===== config.mk =====
export PLATFORM = sky130hd
export DESIGN_NAME = ptrr_ram
export DESIGN_NICKNAME = d
export VERILOG_FILES = /design/src/assert_macros.svh /design/src/ptrr_ram.sv
export SDC_FILE = /design/constraint.sdc
export NUM_CORES = 1
export LEC_CHECK = 0
export ABC_AREA = 0
export BUFFER_PORTS_ARGS = -buffer_cell sky130_fd_sc_hd__buf_2
export CAP_MARGIN = 20
export CORE_MARGIN = 4
export CORE_UTILIZATION = 25
export CTS_CLUSTER_DIAMETER = 120
export DETAILED_ROUTE_END_ITERATION = 12
export PLACE_DENSITY = 0.49
export SLEW_MARGIN = 30
export SYNTH_ARGS = -nofsm -noshare
export SYNTH_HDL_FRONTEND = slang
export SYNTH_SLANG_ARGS = --single-unit

===== constraint.sdc =====
create_clock -name clk_i -period 2.1 [get_ports clk_i]
set_clock_uncertainty 0.05 [all_clocks]
set_input_delay 0.42 -clock clk_i [delete_from_list [all_inputs] [get_ports clk_i]]
set_output_delay 0.42 -clock clk_i [all_outputs]
set_load 0.05 [all_outputs]

===== src/assert_macros.svh =====
// Assertion macros used by the resolver RTL.
`ifndef ASSERT_MACROS_SVH
`define ASSERT_MACROS_SVH

// Property checked on every rising clk_i edge, suspended while rst_ni is low.
`define ASSERT_CLKED(label, prop, msg) \
  label: assert property (@(posedge clk_i) disable iff (!rst_ni) prop) else $error(msg);

// Condition that must never be true on a rising clk_i edge outside reset.
`define ASSERT_NEVER(label, cond, msg) \
  label: assert property (@(posedge clk_i) disable iff (!rst_ni) !(cond)) else $error(msg);

`endif


===== src/ptrr_ram.sv =====
// Generic single-write, single-read RAM with registered read data.
module ptrr_ram #(
  parameter int WIDTH = 8,
  parameter int DEPTH = 16
) (
  input  logic                     clk_i,
  input  logic                     we_i,
  input  logic [$clog2(DEPTH)-1:0] waddr_i,
  input  logic [WIDTH-1:0]         wdata_i,
  input  logic                     re_i,
  input  logic [$clog2(DEPTH)-1:0] raddr_i,
  output logic [WIDTH-1:0]         rdata_o
);

  logic [WIDTH-1:0] mem_q [DEPTH];
  logic [WIDTH-1:0] rdata_q;

  // Write port
  always_ff @(posedge clk_i) begin
    if (we_i) begin
      mem_q[waddr_i] <= wdata_i;
    end
  end

  // Read port; data holds while no read is issued
  always_ff @(posedge clk_i) begin
    if (re_i) begin
      rdata_q <= mem_q[raddr_i];
    end
  end

  assign rdata_o = rdata_q;

endmodule


# == Yosys cells after proc, flatten, opt, wreduce, memory -nomap -nowiden ==
# Memories as Yosys holds them, arrays and structs flattened. A register that Yosys moved wholly into a read port is not among the register bits.
# Index checks and enable logic that the tools add are counted.
# word_totals
register_bits,0
mem_bits_rw,128
inputBits,19
output_inout_bits,8
elab_cells,3
memories,1
# classes
muxes,2
# mem_list
name,words,word_bits,rd,rd_clocked_by_memory_dff,write_ports,line,source
mem_q,16,8,1,1,1,ptrr_ram.sv:15,logic [WIDTH-1:0] mem_q [DEPTH];
# ops
operator,count
2-to-1 mux 1 bit,2

# == Longest topological paths before layout ==
# logic_depth
ltp_word,2
ltp_mapped,5

# == Worst setup path after synthesis ==
# Ideal clock, no wire load.
# synth_timing
path_kind,input port to flip-flop
startpoint,input port waddr_i[2]
endpoint,memory mem_q[0][0] (enable)
arrival_time_ps,1530
t_required_ps,1667
setup_slack_ps,137
cell_stages,2
cell_sequence,or3b_2 -> nor3_1
# synth_rtl
item,line,source
start: declaration,ptrr_ram.sv:8,"input logic [$clog2(DEPTH)-1:0] waddr_i,"
end: declaration,ptrr_ram.sv:15,
# No word-level cell before the write port.

==> out/qor.yml <==
synth_cell_type_count: 18
drive_above_1_share: 0.310
netlist_instances: 229
worstHoldPathCells: 1
slew-limit-headroom: 0.745
final_hold_viol_count: 0
fin_nets: 305
fin_util: 0.310
cts_resized: 0
post-cts-setup-buffers: 0
die_h_um: 153
synth_fp_nets: 248
powerDensity_nw_per_um2: 950
ios: 27
htree_levels: 4
pre_cts_slack_ns: 0.00802
root_buffer: "clkbuf_16"
cts_inserted_buffers: 17
cts_tree: "built"
cts.sinks: 136
core_um2: 20400
reg2reg_slack_ns: 0.51
syn_avg_cell_area_um2: 22.8
path_max_fanout: 16
dr_total_vias: 2464
synth_edf_count: 136
antenna_found_initial: 0
synth_area_leaders: "edfxtp_1 78%, mux4_2 7.8%, mux4_1 7.0%, a22oi_1 2.3%, nor2_1 0.93%"
drc: 0
die_area_um2: 23300
grt_first_pass_wirelength_um: 17000
hold_start: "wdata_i[3]"
clock_tree.buffer_depth: 2
finalSetupTns_ns: 0
fin_crit_sh: 0.795
hold_path_class: "in2reg"
port_buffers: 26
report.final.slew_viol_count: 0
antenna_cells: 0
grt_usage: 0.101
max_freq_ghz: 0.599
drt-pass1-iter-count: 6
setup_violations: 0
cts_hold_buf: 0
period_minus_slack_ns: 1.67
mappedNetlistArea_um2: 5230
initial_core_util: 0.256
drtIter0Drc: 182
insertion_delay_ns: 0.41
synthFlopType: "edfxtp_1"
grt_overflow: 0
worstReg2RegStart: "mem_q[5][2]"
power.total_uw: 6030
hold_path_end: "mem_q[5][3]"
ir_drop_mv: 0.427
required_ns: 2.20
yosysMostFrequentCell: "edfxtp_1"
hpwl_um: 7180
seq_area_frac_synth: 0.781
worst_slack_ns: 0.432
path_clk_slew_ns: 0.05
wl_um: 11200
leakagePower_uw: 0.00209
rsz0062_at_grt: "no"
grt_pass1_vias: 2656
yosys_register_bits: 136
timing.max_cap.violations: 0
viasPerCell: 4.35
ff2ff_path_depth: 3
ys_async_sr_fraction: 0
ant_nets: 0
area_growth_pct: 21.3
crit_arrival_ns: 1.77
critical_path.endpoint_type: "flop"
wl_per_cell_um: 19.8
yosys.area.top_type: "edfxtp_1"
chipWidth_um: 153
num_rows: 52
fillers: 2000
yosys-top-cells-count: "136 x edfxtp_1, 18 x mux4_2, 16 x a22oi_1, 14 x mux4_1, 13 x nor2_1"
gp_congestion: 0.706
crit_type: "in2reg"
synth_top_area_frac: 0.781
r2r_end: "rdata_o[2]"
start_kind: "primary input"
yosys_warnings: 0
worstMarginPinSlew_ns: 0.382
status: "finished, final reports clean"
grt_max_degree: 19
## flip-flops by register name, summed over array words and instances, names as in the netlist
| signal | cells |
|---|---|
| mem_q | 128 |
| rdata_o | 8 |
## area by class of cell
cell class / count / area [um2] / share of cell area
Clock inverter: 11 / 85.1 / 0.0134
Timing Repair Buffer: 48 / 345 / 0.0544
Tap cell: 270 / 338 / 0.0533
Clock buffer: 19 / 433 / 0.0683
Sequential cell: 136 / 4080 / 0.644
Multi-Input combinational cell: 83 / 1060 / 0.167
## stage by stage
step | instances | hold WS, ns | instance area, um2
after floorplan | 229 | 0.469 | 5230
after global placement | 537 | 0.685 | 5820
after detailed placement | 537 | 0.704 | 5820
after CTS | 567 | 0.338 | 6340
after global routing | 567 | 0.337 | 6340
final | 567 | 0.353 | 6340
## routing by layer
metal  wire length (um)  global-route usage  vias up
met5                  0                   0        -
met4                138              0.0318        0
met3                605              0.0366       14
met2               5400               0.155       59
met1               5060               0.136     1297
li1                   -                   -     1094
## cells by family (layout without fill, tap and decap cells)
| kind of cell | after synthesis | after routing | synth area share |
|---|---|---|---|
| and+or+nand+nor | 35 | 35 | 0.0314 |
| buffers and inverters | 10 | 78 | 0.0165 |
| AOI/OAI and AO/OA | 16 | 16 | 0.0230 |
| DFF | 136 | 136 | 0.781 |
| muxes | 32 | 32 | 0.148 |
## power by group
part	leakage, uW	internal, uW	switching, uW
sequential	0.00124	3060	16.3
clock	0.000251	1590	1020
combinational	0.000607	128	213
## placed cells by master (no fill, tap or decap)
| master | count |
|---|---|
| a22oi_1 | 16 |
| and2_1 | 1 |
| and2b_1 | 1 |
| buf_12 | 4 |
| buf_2 | 26 |
| buf_4 | 18 |
| bufinv_16 | 1 |
| clkbuf_1 | 2 |
| clkbuf_16 | 17 |
| clkinv_1 | 3 |
| clkinv_2 | 4 |
| clkinv_4 | 1 |
| clkinvlp_4 | 2 |
| edfxtp_1 | 136 |
| mux4_1 | 14 |
| mux4_2 | 18 |
| nand2_1 | 9 |
| nand2b_1 | 2 |
| nand3_1 | 1 |
| nand3b_1 | 2 |
| nor2_1 | 13 |
| nor2b_1 | 1 |
| nor3_1 | 4 |
| or3b_2 | 1 |
## worst max-delay path by stage
| stage | end | cells past startpoint | from | slack, ns |
|---|---|---|---|---|
| 6_report | rdata_o[2] | 5 | raddr_i[0] | 0.43 |
| 5_1_grt | rdata_o[2] | 5 | raddr_i[0] | 0.37 |
| 4_1_cts | rdata_o[2] | 5 | raddr_i[0] | 0.45 |
| 3_5_place_dp | rdata_o[2] | 5 | raddr_i[0] | 0.008 |
| 3_3_place_gp | rdata_o[2] | 5 | raddr_i[0] | 0.03 |
| 2_1_floorplan | mem_q[0][0] | 2 | waddr_i[2] | 0.14 |
## critical path, stage by stage
cell	delay, ns
buf_2	0.15
buf_12	0.19
mux4_1	0.62
a22oi_1	0.29
nand2_1	0.09
Power figures use the tool's default switching activity.
