--- src/assert_macros.svh ---
// Assertion macros used by the resolver RTL.
`ifndef ASSERT_MACROS_SVH
`define ASSERT_MACROS_SVH

// Property checked on every rising clk_i edge, suspended while rst_ni is low.
`define ASSERT_CLKED(label, prop, msg) \
  label: assert property (@(posedge clk_i) disable iff (!rst_ni) prop) else $error(msg);

// Condition that must never be true on a rising clk_i edge outside reset.
`define ASSERT_NEVER(label, cond, msg) \
  label: assert property (@(posedge clk_i) disable iff (!rst_ni) !(cond)) else $error(msg);

`endif

--- src/ptrr_pkg.sv ---
// Types and constants of the piece table range resolver.
package ptrr_pkg;

  // Table geometry
  localparam int MAX_PIECES = 64;
  localparam int IDX_W      = $clog2(MAX_PIECES);
  localparam int CNT_W      = $clog2(MAX_PIECES + 1);

  // Field widths
  localparam int POS_W  = 40;
  localparam int OFF_W  = 32;
  localparam int LEN_W  = 32;
  localparam int COFF_W = 33;

  // Request codes
  typedef enum logic [1:0] {
    KIND_CLEAR   = 2'd0,
    KIND_APPEND  = 2'd1,
    KIND_EXTRACT = 2'd2
  } kind_e;

  // Sequencer states
  typedef enum logic [2:0] {
    ST_IDLE  = 3'b001,
    ST_EMPTY = 3'b010,
    ST_WALK  = 3'b100
  } state_e;

  // Input word
  typedef struct packed {
    logic [1:0]       kind;
    logic             piece_source;
    logic [OFF_W-1:0] piece_offset;
    logic [LEN_W-1:0] piece_length;
    logic [POS_W-1:0] range_start;
    logic [POS_W-1:0] range_end;
  } in_word_t;

  // Output word
  typedef struct packed {
    logic              chunk_valid;
    logic              chunk_source;
    logic [COFF_W-1:0] chunk_offset;
    logic [LEN_W-1:0]  chunk_length;
    logic              is_last;
    logic [POS_W-1:0]  total_length;
  } out_word_t;

  // One table entry as stored in the RAM
  typedef struct packed {
    logic             source;
    logic [OFF_W-1:0] offset;
    logic [LEN_W-1:0] length;
  } slot_t;

  localparam int SLOT_W = $bits(slot_t);

  // Result of evaluating one piece against the requested range
  typedef struct packed {
    logic              skip;
    logic              last;
    logic              source;
    logic [COFF_W-1:0] offset;
    logic [LEN_W-1:0]  length;
  } chunk_res_t;

endpackage

--- src/ptrr_chunk_calc.sv ---
// Overlap of one piece with the requested range: chunk offset, length, flags.
module ptrr_chunk_calc import ptrr_pkg::*; (
  input  logic [POS_W-1:0] cursor_i,
  input  slot_t            slot_i,
  input  logic [POS_W-1:0] start_i,
  input  logic [POS_W-1:0] req_end_i,
  output chunk_res_t       res_o
);

  logic [POS_W-1:0] p_end;
  logic             head_cut;
  logic             tail_cut;
  logic [POS_W-1:0] delta;
  logic [POS_W-1:0] o_start;
  logic [POS_W-1:0] o_end;
  logic [POS_W-1:0] span;

  // Piece end position in the text
  assign p_end = cursor_i + {{(POS_W-LEN_W){1'b0}}, slot_i.length};

  // Range starts after the piece start / range ends before the piece end
  assign head_cut = cursor_i < start_i;
  assign tail_cut = req_end_i < p_end;

  assign delta   = start_i - cursor_i;
  assign o_start = head_cut ? start_i : cursor_i;
  assign o_end   = tail_cut ? req_end_i : p_end;
  assign span    = o_end - o_start;

  // Pack the result; delta is below the piece length when head_cut holds and the piece is not skipped
  always_comb begin
    res_o.skip   = p_end <= start_i;
    res_o.last   = !tail_cut ? (p_end == req_end_i) : 1'b1;
    res_o.source = slot_i.source;
    res_o.offset = {1'b0, slot_i.offset}
                 + (head_cut ? {1'b0, delta[OFF_W-1:0]} : {COFF_W{1'b0}});
    res_o.length = span[LEN_W-1:0];
  end

endmodule

--- config.mk ---
export PLATFORM = sky130hd
export DESIGN_NAME = ptrr_chunk_calc
export DESIGN_NICKNAME = d
export VERILOG_FILES = /design/src/assert_macros.svh /design/src/ptrr_pkg.sv /design/src/ptrr_chunk_calc.sv
export SDC_FILE = /design/constraint.sdc
export NUM_CORES = 1
export LEC_CHECK = 0
export ABC_AREA = 1
export BUFFER_PORTS_ARGS = -buffer_cell sky130_fd_sc_hd__buf_2
export CAP_MARGIN = 15
export CORE_MARGIN = 2
export CORE_UTILIZATION = 43
export DETAILED_ROUTE_END_ITERATION = 8
export PLACE_DENSITY = 0.64
export SLEW_MARGIN = 10
export SYNTH_ARGS = -nofsm -noshare
export SYNTH_HDL_FRONTEND = slang
export SYNTH_SLANG_ARGS = --single-unit
--- constraint.sdc ---
create_clock -name vclk -period 7.3
set_clock_uncertainty 0.15 [all_clocks]
set_input_delay 1.095 -clock vclk [all_inputs]
set_output_delay 1.095 -clock vclk [all_outputs]
set_load 0.1 [all_outputs]
Word-level counts from Yosys, hierarchy flattened
Cells that the tools add are included.
Storage, ports and cells
  bits of input ports: 185
  register bits after elaboration: 0
  output and inout port bits: 68
  logic and storage cells: 12
Operators by class
  equality and inequality tests: 1
  multiplexer cells: 4
  $add $sub $neg: 4
  $lt $le $gt $ge: 3
Operators by type and width (count)
  $mux W32: 3
  $lt A40 B40 Y1: 2
  $sub A32 B32 Y32: 2
  $add A40 B32 Y40: 1
  $eq A40 B40 Y1: 1
  $le A40 B40 Y1: 1
  $add A32 B32 Y33: 1
  $mux W1: 1

Longest topological paths before layout
  word-level depth: 4
  depth in mapped cells: 40
  mapped depth without buffers: 40

Worst setup path after synthesis
Ideal clock, no wire load.
  path kind: in2out
  start: input port cursor_i[0]
  end: output port res_o[22] (netlist bit)
  required time: 6.055 ns
  arrival time: 6.826 ns
  stages: 33
  path slack: -0.771 ns
  buffers on the path: 1
  cells stage by stage: ha_1 inv_1 fa_1 inv_1 nand3_1 nand2_2 a21boi_2 o21ai_2 a21o_1 nand2_1 nand2_1 nand2_1 nand3_1 nand2_1 ha_1 nand4_1 nor2_1 nand3_1 nor2_1 nand2_1 nand3_1 inv_2 clkbuf_1 o21ai_0 fa_1 nand3_1 nand2_1 a31oi_1 o21ai_0 nand2_1 nand2_1 a21oi_1 xnor2_1
RTL lines
  start, declared: RTL line ptrr_chunk_calc.sv:3  | input logic [POS_W-1:0] cursor_i,
  end, declared: RTL line ptrr_chunk_calc.sv:7  | output chunk_res_t res_o

==> flow_summary.ini <==
[status]
outcome = finished, violations left
violations_in_the_final_reports = setup timing

[critical_path]
worst_setup_path_type = in -> out
crit_path_max_fo = 8
crit_arrival_ns = 6.14
critPathMostFrequentCell = sky130_fd_sc_hd__nand2_2
slowest_delay_ns = 0.34
timing.critical_path.buf_inv = 7
crit_path_start_kind = input pin
crit_path_slowest_cell = sky130_fd_sc_hd__fa_2
worstPathRequired_ns = 6.05
timing.critical_path.max_delay_family = simple AND/OR/NAND/NOR gates
crit_path_end_kind = primary output

[logic_synthesis]
synth-seq-area-share_pct = 0
syn_area_um2 = 11700
synth.top_cell.area_share_pct = 26.3
synth_fp_nets = 2491
avgSynthCellArea_um2 = 5.68
ys_types = 51
most_area_hungry_cell_type_in_the_yosys_netlist = sky130_fd_sc_hd__ha_1
cells_after_synth = 2056
ys_warn_count = 0
post_synth_main_area_contributors = sky130_fd_sc_hd__ha_1, sky130_fd_sc_hd__nand2_1, sky130_fd_sc_hd__inv_1

[floorplan]
initial_utilization_pct = 43.6
pin_count = 253
dieArea_um2 = 28500
fp-row-count = 60
core_region_area_um2 = 26800
die_width_um = 169
die_height_um = 169

[routing]
ant_nets = 0
detail_route.drc_violations = 0
post_drt_via_cell_ratio = 5.41
drt_iter0_markers = 1126
aggregate_routed_wire_length_um = 53400
routed_wire_length_per_instance_um = 17.8
drt-pass1-iter-count = 6
num_vias = 16200

[finish]
numSequentialCells = 0
final.fill_count = 2369
clock_buffer_count = 0
final_nets = 3087
seqCellArea_um2 = 0
synthToLayoutAreaGrowth_pct = 60.5
multi_input_comb_area_um2 = 12500
final_layout_size_suffix_gt1_share_pct = 37.5
commonest_cells_after_routing_fill_and_taps_aside = sky130_fd_sc_hd__nand2_1, sky130_fd_sc_hd__buf_4, sky130_fd_sc_hd__inv_1, sky130_fd_sc_hd__buf_2, sky130_fd_sc_hd__ha_1
layout_commonest_cell = sky130_fd_sc_hd__nand2_1
final_util_pct = 70.0

[clock_network]
postCtsHoldBufs = 0

[sta]
timing.fmax_ghz = 0.135
fin_crit_sh_pct = 101
grt_setup_unrepaired = yes
finalWorstPathRequiredPeriod_ns = 7.38
hold_viol = 0
final_max_slew_viol_count = 0
setup_viol = 4
transition_time_at_the_pin_with_the_least_slew_margin_ns = 0.612
slew_headroom_pct = 58.8
setup_ws_final_ns = -0.0845

[grt]
initial_antenna_violation_count = 6
global_route_wire_length_before_repair_um = 79500
track_usage_pct = 35.2
grt_start_max_net_pins = 72
grt_overflow = 0
vias_in_the_first_global_route = 15800

[job]
max_cap_violations = 0

[place]
numPortBuffers = 251
dpl.hpwl_um = 45600
place_congestion = 1.01

[power]
leakage_nw = 9.96
pwr_density_cell_nw_per_um2 = 269
p_total_mw = 5.04
vdd_ir_drop_max_uv = 307

[worst_hold_path]
min-delay-path-class = in -> out
## path summary, 6_finish.rpt
check                       start         to  slack [ns]  cells past startpoint
worst max-delay path  cursor_i[0]  res_o[31]       -0.08                     38
worst min-delay path   slot_i[64]  res_o[65]        2.04                      0
## synthesized netlist by cell type, types with 2 or more instances
| cell type | number |
|---|---|
| sky130_fd_sc_hd__ha_1 | 246 |
| sky130_fd_sc_hd__nor2_2 | 5 |
| sky130_fd_sc_hd__buf_4 | 6 |
| sky130_fd_sc_hd__o21ai_0 | 121 |
| sky130_fd_sc_hd__nand2_4 | 3 |
| sky130_fd_sc_hd__o21ai_2 | 7 |
| sky130_fd_sc_hd__nand2_1 | 557 |
| sky130_fd_sc_hd__inv_1 | 310 |
| sky130_fd_sc_hd__o21a_1 | 12 |
| sky130_fd_sc_hd__a21o_1 | 29 |
| sky130_fd_sc_hd__o221ai_1 | 4 |
| sky130_fd_sc_hd__o31ai_1 | 2 |
| sky130_fd_sc_hd__o211ai_1 | 5 |
| sky130_fd_sc_hd__nor2_1 | 207 |
| sky130_fd_sc_hd__nand3_1 | 81 |
| sky130_fd_sc_hd__inv_2 | 3 |
| sky130_fd_sc_hd__nor2_4 | 4 |
| sky130_fd_sc_hd__o21bai_1 | 12 |
| sky130_fd_sc_hd__fa_1 | 4 |
| sky130_fd_sc_hd__a21oi_1 | 181 |
| sky130_fd_sc_hd__nor4_1 | 3 |
| sky130_fd_sc_hd__nand2_2 | 15 |
| sky130_fd_sc_hd__a211oi_1 | 2 |
| sky130_fd_sc_hd__a31oi_1 | 19 |
| sky130_fd_sc_hd__nand3_2 | 2 |
| sky130_fd_sc_hd__a21boi_0 | 7 |
| sky130_fd_sc_hd__xnor2_1 | 38 |
| sky130_fd_sc_hd__a221oi_1 | 8 |
| sky130_fd_sc_hd__xor2_1 | 63 |
| sky130_fd_sc_hd__nor3_1 | 35 |
| sky130_fd_sc_hd__nand4_1 | 26 |
| sky130_fd_sc_hd__nand3b_1 | 4 |
| sky130_fd_sc_hd__clkbuf_1 | 10 |
| sky130_fd_sc_hd__o21ai_1 | 8 |
## cell families (layout without fill, tap and decap cells)
group	Yosys count	after routing	share of synthesized area, %
adders and majority gates	250	250	27.0
buffers and inverters	332	926	11.1
other	0	4	0
xor gates and xnor gates	101	101	7.57
AOI/OAI and AO/OA	426	426	20.8
and+or+nand+nor	947	947	33.5
## report_power, final
part	switching (mW)	internal [mW]
clock	0	0.0000000734
sequential	0	0
combinational	3.26	1.77
## routing by layer
metal / GRT usage, % / vias up / wire (µm)
met5: 0 / - / 42
met1: 43.2 / 7392 / 21400
li1: - / 7975 / -
met4: 17.7 / 6 / 3180
met3: 3.46 / 159 / 3450
met2: 61.3 / 662 / 25300
## per-stage QoR
step	setup WS (ns)	area (µm²)	setup TNS, ns	cells	hold slack [ns]
floorplan	-0.338	12000	-1.15	2056	2.25
global placement	-0.546	16400	-8.73	2936	2.04
detailed placement	-0.564	16400	-9.47	2936	2.04
CTS	-0.0000613	17400	-0.0000613	2970	2.04
global route	-0.281	18800	-3.79	2994	2.04
finish	-0.0845	18800	-0.148	2995	2.04
## layout make-up
type               count  share of cell area (%)
diodes                 4                  0.0534
inverters            313                    6.29
multi-input cells   1724                    66.5
well taps            341                    2.27
repair buffers       611                    24.8
repair inverters       2                  0.0600
## what timing repair did
item | in CTS | in global routing
pin swaps | 46 | 99
cloned | 4 | 0
gates resized for setup | 168 | 276
setup buffers | 30 | 22
setup endpoints to repair | 24 | 24
No activity file was read; power rests on OpenSTA's default activity.
